`src/sv/srps_pkg.sv`:
```
package srps_pkg;

  // Request codes carried in req_type
  localparam logic [1:0] REQ_START = 2'd0;
  localparam logic [1:0] REQ_END   = 2'd1;
  localparam logic [1:0] REQ_BANK  = 2'd2;
  localparam logic [1:0] REQ_TICK  = 2'd3;

  // Bank select command bytes
  localparam logic [7:0] BANK0_CMD = 8'h0A;
  localparam logic [7:0] BANK1_CMD = 8'h0B;

  // Input word: CPU port write or sample tick
  typedef struct packed {
    logic [1:0] req_type;
    logic [7:0] write_data;
  } req_t;

  // Result word: one per accepted input word
  typedef struct packed {
    logic        sample_fetch;
    logic [16:0] sample_address;
    logic        playing;
  } rsp_t;

endpackage

```
`src/sv/sample_rom_playback_sequencer.sv`:
```
// Sample ROM playback sequencer: turns CPU port writes (start page, end page
// and trigger, bank command) and sample-period ticks into 17-bit sample ROM
// fetch addresses. Every accepted word yields exactly one result word in the
// next cycle from the result register; a new word is taken every cycle as
// long as the result register is empty or being drained in the same cycle,
// so sustained throughput is one word per clock. There is no memory and no
// clearing pass; reset puts the sequencer idle at bank 0, pointer 0.
module sample_rom_playback_sequencer
  import srps_pkg::*;
(
  input  logic clk,
  input  logic rst,
  input  logic in_valid,
  output logic in_ready,
  input  req_t in_word,
  output logic out_valid,
  input  logic out_ready,
  output rsp_t out_word
);

  logic [15:0] play_pointer;
  logic [7:0]  start_page;
  logic [7:0]  end_page;
  logic        sample_bank;
  logic        busy;

  logic [15:0] play_pointer_next;
  logic [7:0]  start_page_next;
  logic [7:0]  end_page_next;
  logic        sample_bank_next;
  logic        busy_next;
  rsp_t        rsp_next;

  logic        accept;
  logic        fetch;
  logic [15:0] ptr_base;
  logic [15:0] ptr_inc;

  // Result register frees up when empty or taken this cycle
  assign in_ready = !out_valid || out_ready;
  assign accept   = in_valid && in_ready;

  // Fetch on a trigger from idle, or on a tick while playing
  assign fetch = ((in_word.req_type == REQ_END) && !busy) ||
                 ((in_word.req_type == REQ_TICK) && busy);
  assign ptr_base = (in_word.req_type == REQ_END) ? {start_page, 8'h00} : play_pointer;
  assign ptr_inc  = ptr_base + 16'd1;

  // Next state and result for the word at the input
  always_comb begin
    play_pointer_next = play_pointer;
    start_page_next   = start_page;
    end_page_next     = end_page;
    sample_bank_next  = sample_bank;
    busy_next         = busy;
    case (in_word.req_type)
      REQ_START: begin
        start_page_next = in_word.write_data;
      end
      REQ_END: begin
        end_page_next     = in_word.write_data;
        play_pointer_next = ptr_base;
        busy_next         = 1'b1;
      end
      REQ_BANK: begin
        if (in_word.write_data == BANK0_CMD) begin
          sample_bank_next = 1'b0;
        end else if (in_word.write_data == BANK1_CMD) begin
          sample_bank_next = 1'b1;
        end
      end
      default: begin
      end
    endcase
    // Advance pointer and stop at the end page (new end page on a trigger)
    if (fetch) begin
      play_pointer_next = ptr_inc;
      if (ptr_inc[15:8] == end_page_next) begin
        busy_next = 1'b0;
      end
    end
    rsp_next.sample_fetch   = fetch;
    rsp_next.sample_address = fetch ? {sample_bank, ptr_base} : 17'd0;
    rsp_next.playing        = busy_next;
  end

  // Sequencer state
  always_ff @(posedge clk) begin
    if (rst) begin
      play_pointer <= '0;
      start_page   <= '0;
      end_page     <= '0;
      sample_bank  <= 1'b0;
      busy         <= 1'b0;
    end else if (accept) begin
      play_pointer <= play_pointer_next;
      start_page   <= start_page_next;
      end_page     <= end_page_next;
      sample_bank  <= sample_bank_next;
      busy         <= busy_next;
    end
  end

  // Result register
  always_ff @(posedge clk) begin
    if (rst) begin
      out_valid <= 1'b0;
    end else if (accept) begin
      out_valid <= 1'b1;
    end else if (out_ready) begin
      out_valid <= 1'b0;
    end
  end

  always_ff @(posedge clk) begin
    if (accept) begin
      out_word <= rsp_next;
    end
  end

  // A tick while playing always reports a fetch
  assert property (@(posedge clk) disable iff (rst)
    accept && (in_word.req_type == REQ_TICK) && busy |=> out_valid && out_word.sample_fetch)
    else $error("tick while playing gave no fetch");

  // No fetch means a zero address
  assert property (@(posedge clk) disable iff (rst)
    out_valid && !out_word.sample_fetch |-> out_word.sample_address == 17'd0)
    else $error("address set without a fetch");

  // Reported playing flag tracks the internal busy flag
  assert property (@(posedge clk) disable iff (rst)
    accept |=> out_word.playing == busy)
    else $error("playing flag out of step with busy");

  // A start page write leaves playback state alone
  assert property (@(posedge clk) disable iff (rst)
    accept && (in_word.req_type == REQ_START) |=>
      busy == $past(busy) && play_pointer == $past(play_pointer))
    else $error("start page write disturbed playback");

  // Bank 1 command selects bank 1
  assert property (@(posedge clk) disable iff (rst)
    accept && (in_word.req_type == REQ_BANK) && (in_word.write_data == BANK1_CMD)
      |=> sample_bank)
    else $error("bank 1 command not taken");

endmodule

```
`config.mk`:
```
export PLATFORM = sky130hd
export DESIGN_NAME = sample_rom_playback_sequencer
export DESIGN_NICKNAME = d
export VERILOG_FILES = /design/src/sv/srps_pkg.sv /design/src/sv/sample_rom_playback_sequencer.sv
export SDC_FILE = /design/constraint.sdc
export NUM_CORES = 1
export LEC_CHECK = 0
export CORE_UTILIZATION = 40
export CTS_BUF_LIST = sky130_fd_sc_hd__clkbuf_4
export CTS_CLUSTER_DIAMETER = 40
export DETAILED_ROUTE_END_ITERATION = 8
export DONT_BUFFER_PORTS = 1
export GPL_TIMING_DRIVEN = 0
export SYNTH_ARGS = -nofsm -noshare
export SYNTH_HDL_FRONTEND = slang
export SYNTH_SLANG_ARGS = --single-unit
```
`constraint.sdc`:
```
create_clock -name clk -period 4.8 [get_ports clk]
set_clock_uncertainty 0.1 [all_clocks]
set_input_delay 0.96 -clock clk [delete_from_list [all_inputs] [get_ports clk]]
set_output_delay 0.96 -clock clk [all_outputs]
set_load 0.01 [all_outputs]
```
==> flow_summary.toml, run 1 <==
[clock_tree]
cts-root-buf = "clkbuf_4"
cts_tree = "built"
clock_sinks = 54
cts_resized = 0
clkSlewWorstSetupHoldPaths_ps = 150
cts_made_buffers = 5
htreeDepth = 2
cts_hold_repair.buffers = 0
clk_latency_ps = 380
cts_buffer_depth = 2
post-cts-setup-buffers = 0

[yosys]
synth_area_leaders = "dfxtp_1 (24%), edfxtp_1 (19%), nand2_1 (6.7%), mux2i_1 (5.8%), a21oi_1 (5.6%)"
synth_area_leader_cell = "dfxtp_1"
synth.most_common_cell = "nand2_1"
ys_seq_area_share_pct = 43.1
synth_seq_cells = 54
synthCells = 344
synth_edf_count = 19
syn_area_um2 = 2950
syn_nets = 359
yosys_warnings = 0
dominantRegCellSynth = "dfxtp_1"
synth_common_cells = "nand2_1 (53), dfxtp_1 (35), a21oi_1 (33)"
syn_area_per_cell_um2 = 8.58
ys_types = 46
synthArstFlopShare_pct = 0
synth_top_cell_area_share_pct = 23.7

[floorplanning]
core_area_um2 = 6940
dieHeight_um = 87.9
start_util_pct = 42.5
ioPinCount = 35
die-area_um2 = 7730
die_w_um = 87.9
rows = 30

[setup_path]
path_common_cell = "buf_2"
cp.depth = 13
arrival_ps = 4260
path_max_fanout = 10
critPathCapture = "out_word[0]"
r2r-end = "out_word[0]"
startpoint_type = "input port"
crit_buf_inv = 4
r2r_cells = 8
r2r_slack_ps = 1980
cp-startpoint = "in_word[9]"
crit_type = "in -> reg"
r2r_start = "play_pointer[0]"
cp_cell_sequence = "buf_2 > nand2b_1 > buf_2 > buf_2 > clkbuf_1 > and2_1 > ha_1 > nand2_1 > nor4_4 > nand3_1 > xnor2_1 > nor4_1 > a32oi_1"
max_stage_delay_ps = 480
cp-end-kind = "register"
cp.required_ps = 4820
cpLargestDelayFamily = "simple AND/OR/NAND/NOR gates"
critical_path.slowest_cell = "nor4_1"

[place]
dpl.hpwl_um = 5390
gp_congestion = 0.894
portBuffers = 0
dpl_cell_area_um2 = 3070
post-place-ws_ps = 166

[timing]
setup_tns_ps = 0
fin_ws_ps = 561
relSlewSlack_pct = 44.7
layout_worst_path_cycle_share_pct = 88.3
fmax_mhz = 236
setup_violations = 0
timing.final.max_slew_violations = 0
period_needed_ps = 4240
rsz0062_at_grt = "false"
tightestPinTransition_ps = 826
holdWs_ps = 380
finalHoldViolations = 0

[grt]
track_usage_pct = 20.5
antenna_found_initial = 0
grt_pass1_vias = 2275
grt_pass1_wl_um = 12100
grt_start_max_net_pins = 21
overflow = 0

[power_and_ir_drop]
p_leak_nw = 1.03
peakVddDrop_mv = 0.104
p_per_area_nw_per_um2 = 255

[job]
maxCapViolCount = 0

[route]
drt_wl_total_um = 7510
drc = 0
drt_pass1_iterations = 5
routed_via_density = 5.63
drt_iter0_markers = 266
num_vias = 2521
postRouteAntennaNets = 0
wl_per_cell_um = 16.8

[cells_and_area]
drive_gt1_share_pct = 6.82
fin_area_um2 = 3130
diodes = 0
area_delta_synth_final_pct = 5.89
fin_nets = 366

[min_path]
hp-class = "reg -> reg"

[status]
status = "complete, no violations"
## registers in the layout, summed over array words and instances (netlist names)
name	cells
end_page	8
start_page	8
out_word	19
play_pointer	16
busy	1
sample_bank	1
out_valid	1
## power by group
part | internal (mW) | total [mW] | switching (mW)
logic | 0.0318 | 0.0911 | 0.0594
clock network | 0.0549 | 0.201 | 0.146
registers | 0.489 | 0.506 | 0.0161
total | 0.576 | 0.798 | 0.221
## worst min path at each step
| stage | end | slack, ps | start | cells after the start |
|---|---|---|---|---|
| after floorplan | end_page[6] | 350 | end_page[6] | 2 |
| after global placement | end_page[3] | 360 | end_page[3] | 2 |
| after detailed placement | end_page[7] | 360 | end_page[7] | 2 |
| after CTS | end_page[7] | 380 | end_page[7] | 2 |
| after global routing | end_page[3] | 400 | end_page[3] | 2 |
| final | end_page[7] | 380 | end_page[7] | 2 |
## worst register-to-register path, cell delays in order (launching register included)
cell and delay (ps):
dfxtp_1 450, and2_1 160, ha_1 230, nand2_1 130, nor4_4 470, nand3_1 170
xnor2_1 170, nor4_1 480, a32oi_1 190
## cell families after synthesis
| group | after synthesis | share of synthesized area, % |
|---|---|---|
| compound gates | 80 | 16.3 |
| xor+xnor | 21 | 6.23 |
| fa+ha+maj | 1 | 0.424 |
| buf+inv | 30 | 4.66 |
| flops | 54 | 43.1 |
| mux | 17 | 5.77 |
| simple gates | 141 | 23.6 |
## final cells by class
class                   count  area, µm²
fillers                   694       3820
multi-input cells         260       1540
flip-flops and latches     54       1270
well taps                  96        120
plain buffers              24        115
clock buffers               5       37.5
inverters                   6       22.5
clock inverters             3       16.3
## layer usage
metal	track usage (%)	wire, µm	vias to the layer above
li1	-	-	1231
met1	28.8	3590	1180
met2	31.9	3420	100
met3	3.96	391	10
met4	6.26	98	0
met5	0	0	-
## per-stage QoR
step	power, mW	std cells	util (%)
global placement	0.604	440	44.2
floorplan	0.580	344	-
CTS	0.802	448	45.0
finish	0.798	448	45.0
detailed placement	0.605	440	44.2
global route	0.829	448	45.0
## cells in the final DEF, fill, tap and decap left out, types with 3 or more instances in the layout
cell type and n:
dfxtp_1 35, xnor2_1 10, nand2_1 53, nor2_1 27, mux2i_1 17, nand3_1 14
inv_1 6, xor2_1 11, a22oi_1 4, nor3_1 8, nand2b_1 3, clkbuf_4 5
o21ai_0 14, nor4_1 4, o22ai_1 5, a21oi_1 33, a211oi_1 4, and3_1 4
clkbuf_1 13, a21o_1 3, edfxtp_1 19, nand4_1 7, o211ai_1 3, and2_1 13
buf_2 7
Note: power is estimated with default switching activity, not from simulation.
==> inputs of run 2 (changes only) <==
--- a/config.mk
+++ b/config.mk
@@ -5,12 +5,15 @@
 export SDC_FILE = /design/constraint.sdc
 export NUM_CORES = 1
 export LEC_CHECK = 0
+export CELL_PAD_IN_SITES_DETAIL_PLACEMENT = 2
+export CELL_PAD_IN_SITES_GLOBAL_PLACEMENT = 2
 export CORE_UTILIZATION = 40
 export CTS_BUF_LIST = sky130_fd_sc_hd__clkbuf_4
 export CTS_CLUSTER_DIAMETER = 40
 export DETAILED_ROUTE_END_ITERATION = 8
 export DONT_BUFFER_PORTS = 1
 export GPL_TIMING_DRIVEN = 0
+export PLACE_DENSITY_LB_ADDON = 0.1
 export SYNTH_ARGS = -nofsm -noshare
 export SYNTH_HDL_FRONTEND = slang
 export SYNTH_SLANG_ARGS = --single-unit
==> run 2 against run 1 <==
Die area stayed put; register-to-register slack worse by 30 ps; global-route usage is 6.6 points higher; fmax is 3.1% lower; worst hold slack better by 7.8 ps; clock power is 34% higher; first-iteration DRC count is 51% lower; total power is 9.5% higher; combinational power is 5.7% higher; sequential power hardly changed; design area is 0.92% higher.
==> flow_summary.toml, run 2 (synthesis gave the netlist of run 1 again) <==
[clock_tree]
cts_tree = "built"
cts_buffer_depth = 2
post-cts-setup-buffers = 0
htreeDepth = 2
clk_latency_ps = 390
clock_sinks = 54
cts_made_buffers = 5
clkSlewWorstSetupHoldPaths_ps = 150
cts_resized = 0
cts-root-buf = "clkbuf_4"
cts_hold_repair.buffers = 0

[timing]
fmax_mhz = 229
relSlewSlack_pct = 41.9
fin_ws_ps = 425
timing.final.max_slew_violations = 0
setup_violations = 0
holdWs_ps = 388
layout_worst_path_cycle_share_pct = 91.1
tightestPinTransition_ps = 867
setup_tns_ps = 0
period_needed_ps = 4380
finalHoldViolations = 0
rsz0062_at_grt = "false"

[grt]
grt_pass1_wl_um = 15400
antenna_found_initial = 0
grt_start_max_net_pins = 21
track_usage_pct = 27.1
overflow = 0
grt_pass1_vias = 2871

[setup_path]
path_common_cell = "buf_2"
crit_type = "in -> reg"
cp-end-kind = "register"
startpoint_type = "input port"
cp_cell_sequence = "buf_2 > nand2b_1 > buf_2 > buf_2 > clkbuf_1 > and2_1 > ha_1 > nand2_1 > nor4_4 > nand3_1 > xnor2_1 > nor4_1 > a32oi_1"
cpLargestDelayFamily = "simple AND/OR/NAND/NOR gates"
cp.required_ps = 4820
crit_buf_inv = 4
critical_path.slowest_cell = "clkbuf_1"
cp.depth = 13
r2r_cells = 8
max_stage_delay_ps = 510
arrival_ps = 4390
path_max_fanout = 10

[min_path]
hp-class = "reg -> reg"
whs_path_depth = 2

[floorplanning]
rows = 30
ioPinCount = 35
start_util_pct = 42.5
die-area_um2 = 7730
die_w_um = 87.9
core_area_um2 = 6940
dieHeight_um = 87.9

[cells_and_area]
final_common_cell = "nand2_1"
regMostFlops = "out_word"
fin_util_pct = 45.4
n_fill_cell = 814
diodes = 0
largest_reg_flops = 19
reg_top3 = "out_word: 19 flops, play_pointer: 16 flops"
drive_gt1_share_pct = 7.10
layout_common_cells = "nand2_1 (53), dfxtp_1 (35), a21oi_1 (33)"
fin_nets = 366
area_delta_synth_final_pct = 6.87

[route]
num_vias = 2618
postRouteAntennaNets = 0
wl_per_cell_um = 21.8
drt_pass1_iterations = 4
routed_via_density = 5.84
drt_iter0_markers = 130
drc = 0
drt_wl_total_um = 9750

[job]
maxCapViolCount = 0

[place]
gp_congestion = 0.844
dpl.hpwl_um = 7210
post-place-ws_ps = 40.6
portBuffers = 0

[status]
status = "complete, no violations"

[power_and_ir_drop]
p_leak_nw = 1.05
power_uw = 873
peakVddDrop_mv = 0.131
p_per_area_nw_per_um2 = 277
run 2: area by class of cell:
class                           count  area (µm²)  share of cell area, %
Sequential cell                    54        1270                   40.3
Multi-Input combinational cell    260        1540                   48.9
Buffer                             24         115                   3.65
Inverter                            6        22.5                  0.714
Clock inverter                      2        37.5                   1.19
Tap cell                           96         120                   3.81
Clock buffer                        6        45.0                   1.43
run 2: path summary, 6_finish.rpt:
check	startpoint	to	slack, ps
worst max-delay path	in_word[9]	out_word[0]	420
worst min-delay path	end_page[4]	end_page[4]	390
worst max register to register	play_pointer[0]	out_word[0]	1950
worst min register to register	end_page[4]	end_page[4]	390
run 2: where the power goes:
| part | switching (mW) | internal, mW |
|---|---|---|
| clock network | 0.154 | 0.116 |
| registers | 0.0173 | 0.490 |
| logic | 0.0645 | 0.0318 |
run 2: tightest hold or removal path, stage by stage (launching register included):
cell and delay, ps:
dfxtp_1 350, nand2_1 60, a21oi_1 50
run 2: metrics by stage:
step,cells,cell area (µm²)
finish,448,3150
global route,448,3150
CTS,448,3150
detailed placement,440,3070
global placement,440,3070
floorplan,344,2950
run 2: layer usage:
layer,vias to the layer above,wire [µm],share of wire (%),GRT usage [%]
met2,54,4910,50,48.0
met1,1319,4310,44,33.3
met4,0,243,2.5,9.84
met3,14,280,2.9,3.86
li1,1231,-,-,-
met5,-,0,0,0
==> inputs of run 3 (changes only) <==
--- a/config.mk
+++ b/config.mk
@@ -5,15 +5,18 @@
 export SDC_FILE = /design/constraint.sdc
 export NUM_CORES = 1
 export LEC_CHECK = 0
+export ABC_AREA = 1
 export CELL_PAD_IN_SITES_DETAIL_PLACEMENT = 2
 export CELL_PAD_IN_SITES_GLOBAL_PLACEMENT = 2
-export CORE_UTILIZATION = 40
+export CORE_UTILIZATION = 37
 export CTS_BUF_LIST = sky130_fd_sc_hd__clkbuf_4
 export CTS_CLUSTER_DIAMETER = 40
+export CTS_CLUSTER_SIZE = 16
 export DETAILED_ROUTE_END_ITERATION = 8
 export DONT_BUFFER_PORTS = 1
 export GPL_TIMING_DRIVEN = 0
 export PLACE_DENSITY_LB_ADDON = 0.1
+export SKIP_LAST_GASP = 1
 export SYNTH_ARGS = -nofsm -noshare
 export SYNTH_HDL_FRONTEND = slang
 export SYNTH_SLANG_ARGS = --single-unit
==> run 3 against run 2 <==
First-iteration DRC count increased by 8.5%; highest routed layer unchanged; via count increased by 5.6%; register-to-register slack improved by 150 ps; largest cell class unchanged; largest power group unchanged; die area increased by 6.2%.
==> flow_summary.toml, run 3 <==
[status]
status = "complete, no violations"

[setup_path]
crit_buf_inv = 6
path_max_fanout = 10
cp-end-kind = "register"
cpLargestDelayFamily = "simple AND/OR/NAND/NOR gates"
cp_cell_sequence = "buf_2 > nand2_2 > buf_4 > buf_2 > nand2_1 > inv_1 > ha_1 > nand2_1 > inv_1 > nand3_1 > nor2_2 > nand4_1 > nand2_1 > nand2_1 > nand2_1 > nand3_1 > nor2_1 > nand3_1 > nand2_1 > inv_1"
cp-startpoint = "in_word[8]"
cp.required_ps = 4890
path_common_cell = "nand2_1"
crit_type = "in -> reg"
startpoint_type = "input port"
r2r_start = "play_pointer[0]"
arrival_ps = 3570
critical_path.slowest_cell = "buf_2"
max_stage_delay_ps = 280

[timing]
fmax_mhz = 287
layout_worst_path_cycle_share_pct = 72.7
rsz0062_at_grt = "false"
finalHoldViolations = 0
tightestPinTransition_ps = 722
relSlewSlack_pct = 51.9
timing.final.max_slew_violations = 0
period_needed_ps = 3490
setup_violations = 0
fin_ws_ps = 1310
setup_tns_ps = 0

[floorplanning]
die_w_um = 90.6
ioPinCount = 35
dieHeight_um = 90.6
rows = 31
die-area_um2 = 8200
core_area_um2 = 7410
start_util_pct = 39.2

[clock_tree]
post-cts-setup-buffers = 0
clkSlewWorstSetupHoldPaths_ps = 170
clock_sinks = 54
clk_latency_ps = 400
cts_made_buffers = 5
cts_buffer_depth = 2
cts_resized = 0
cts_hold_repair.buffers = 0
cts-root-buf = "clkbuf_4"
cts_tree = "built"
htreeDepth = 2

[yosys]
synthMuxAreaShare_pct = 0.345
synth_common_cells = "nand2_1 (98), inv_1 (60), o21ai_0 (39)"
synthCells = 409
synthArstFlopShare_pct = 0
yosys.area_share.xor_xnor_pct = 0
synth_edf_count = 19
synth-compound-area-share_pct = 15.4
ys_types = 34
dominantRegCellSynth = "dfxtp_1"
synth_seq_cells = 54
synth_area_leader_cell = "dfxtp_1"
synth_top_cell_area_share_pct = 24.1
synth_top_family_by_area = "simple AND/OR/NAND/NOR gates"
ys_seq_area_share_pct = 43.8
syn_nets = 424
syn_area_per_cell_um2 = 7.10
yosys.area_share.simple_pct = 29.4
syn_area_um2 = 2900
synth.most_common_cell = "nand2_1"
synth_adder_area_share_pct = 0.431
yosys_warnings = 0
synth_area_leaders = "dfxtp_1 (24%), edfxtp_1 (20%), nand2_1 (13%), inv_1 (7.8%), o21ai_0 (6.7%)"

[grt]
overflow = 0
top_usage_layer = "met2"
met3_usage_pct = 3.37
gr-usage-met1_pct = 31.6
grt_pass1_wl_um = 15500
grt_pass1_vias = 2975
use_met2_pct = 42.2
grt_start_max_net_pins = 29
track_usage_pct = 24.3
antenna_found_initial = 0

[route]
postRouteAntennaNets = 0
drc = 0
drt_wl_total_um = 9390
drt_iter0_markers = 141
drt_pass1_iterations = 4
num_vias = 2764
wl_per_cell_um = 18.2
routed_via_density = 5.36

[cells_and_area]
final_common_cell = "nand2_1"
fin_util_pct = 41.7
regMostFlops = "out_word"
fin_nets = 431
largest_reg_flops = 19
area_delta_synth_final_pct = 6.34
drive_gt1_share_pct = 8.39
diodes = 0
reg_top3 = "out_word: 19 flops, play_pointer: 16 flops"
layout_common_cells = "nand2_1 (98), inv_1 (60), o21ai_0 (39)"

[place]
gp_congestion = 0.799
post-place-ws_ps = 864
portBuffers = 0
dpl.hpwl_um = 7350

[power_and_ir_drop]
p_leak_nw = 1.37
peakVddDrop_mv = 0.107
p_per_area_nw_per_um2 = 283

[job]
maxCapViolCount = 0

[min_path]
hold_start = "start_page[4]"
hp-class = "reg -> reg"
-- run 3: cells by family after synthesis --
family,Yosys count
AOI/OAI and AO/OA,85
adders and majority gates,1
buffers and inverters,78
DFF,54
muxes,1
and+or+nand+nor,190
-- run 3: worst register-to-register path: cells and delay by family (launching register included) --
family / cells / cell delay [ps]
adder cells (fa/ha/maj): 1 / 230
buffers and inverters: 3 / 170
flip-flops: 1 / 410
AND/OR/NAND/NOR: 12 / 1560
-- run 3: final timing paths --
| check | end | slack, ps | cells after the start |
|---|---|---|---|
| min reg2reg | start_page[4] | 360 | 2 |
| max | out_word[0] | 1310 | 20 |
| max reg2reg | out_word[0] | 2100 | 16 |
| min | start_page[4] | 360 | 2 |
-- run 3: through the flow --
step | cells | hold slack, ps | area [µm²] | power, mW
floorplan | 409 | 324 | 2900 | 0.617
global placement | 508 | 338 | 3030 | 0.652
detailed placement | 508 | 341 | 3030 | 0.661
CTS | 516 | 363 | 3090 | 0.881
global route | 516 | 384 | 3090 | 0.915
finish | 516 | 359 | 3090 | 0.873
-- run 3: area by class of cell --
type | instances | area, µm²
plain buffers | 15 | 73.8
well taps | 99 | 124
inverters | 63 | 236
flip-flops and latches | 54 | 1270
clock buffers | 5 | 37.5
clock inverters | 3 | 21.3
fillers | 927 | 4320
multi-input cells | 277 | 1320
-- run 3: power by group --
part / switching, mW / leakage [nW] / internal (mW)
Clock: 0.162 / 0.0365 / 0.0604
Sequential: 0.0177 / 0.480 / 0.500
Combinational: 0.0953 / 0.856 / 0.0375
Total: 0.275 / 1.37 / 0.598
-- run 3: routing by layer --
metal	share of wire (%)	vias to the layer above
met5	0	-
met4	1.4	0
met3	4.1	10
met2	47	58
met1	47	1343
li1	-	1353
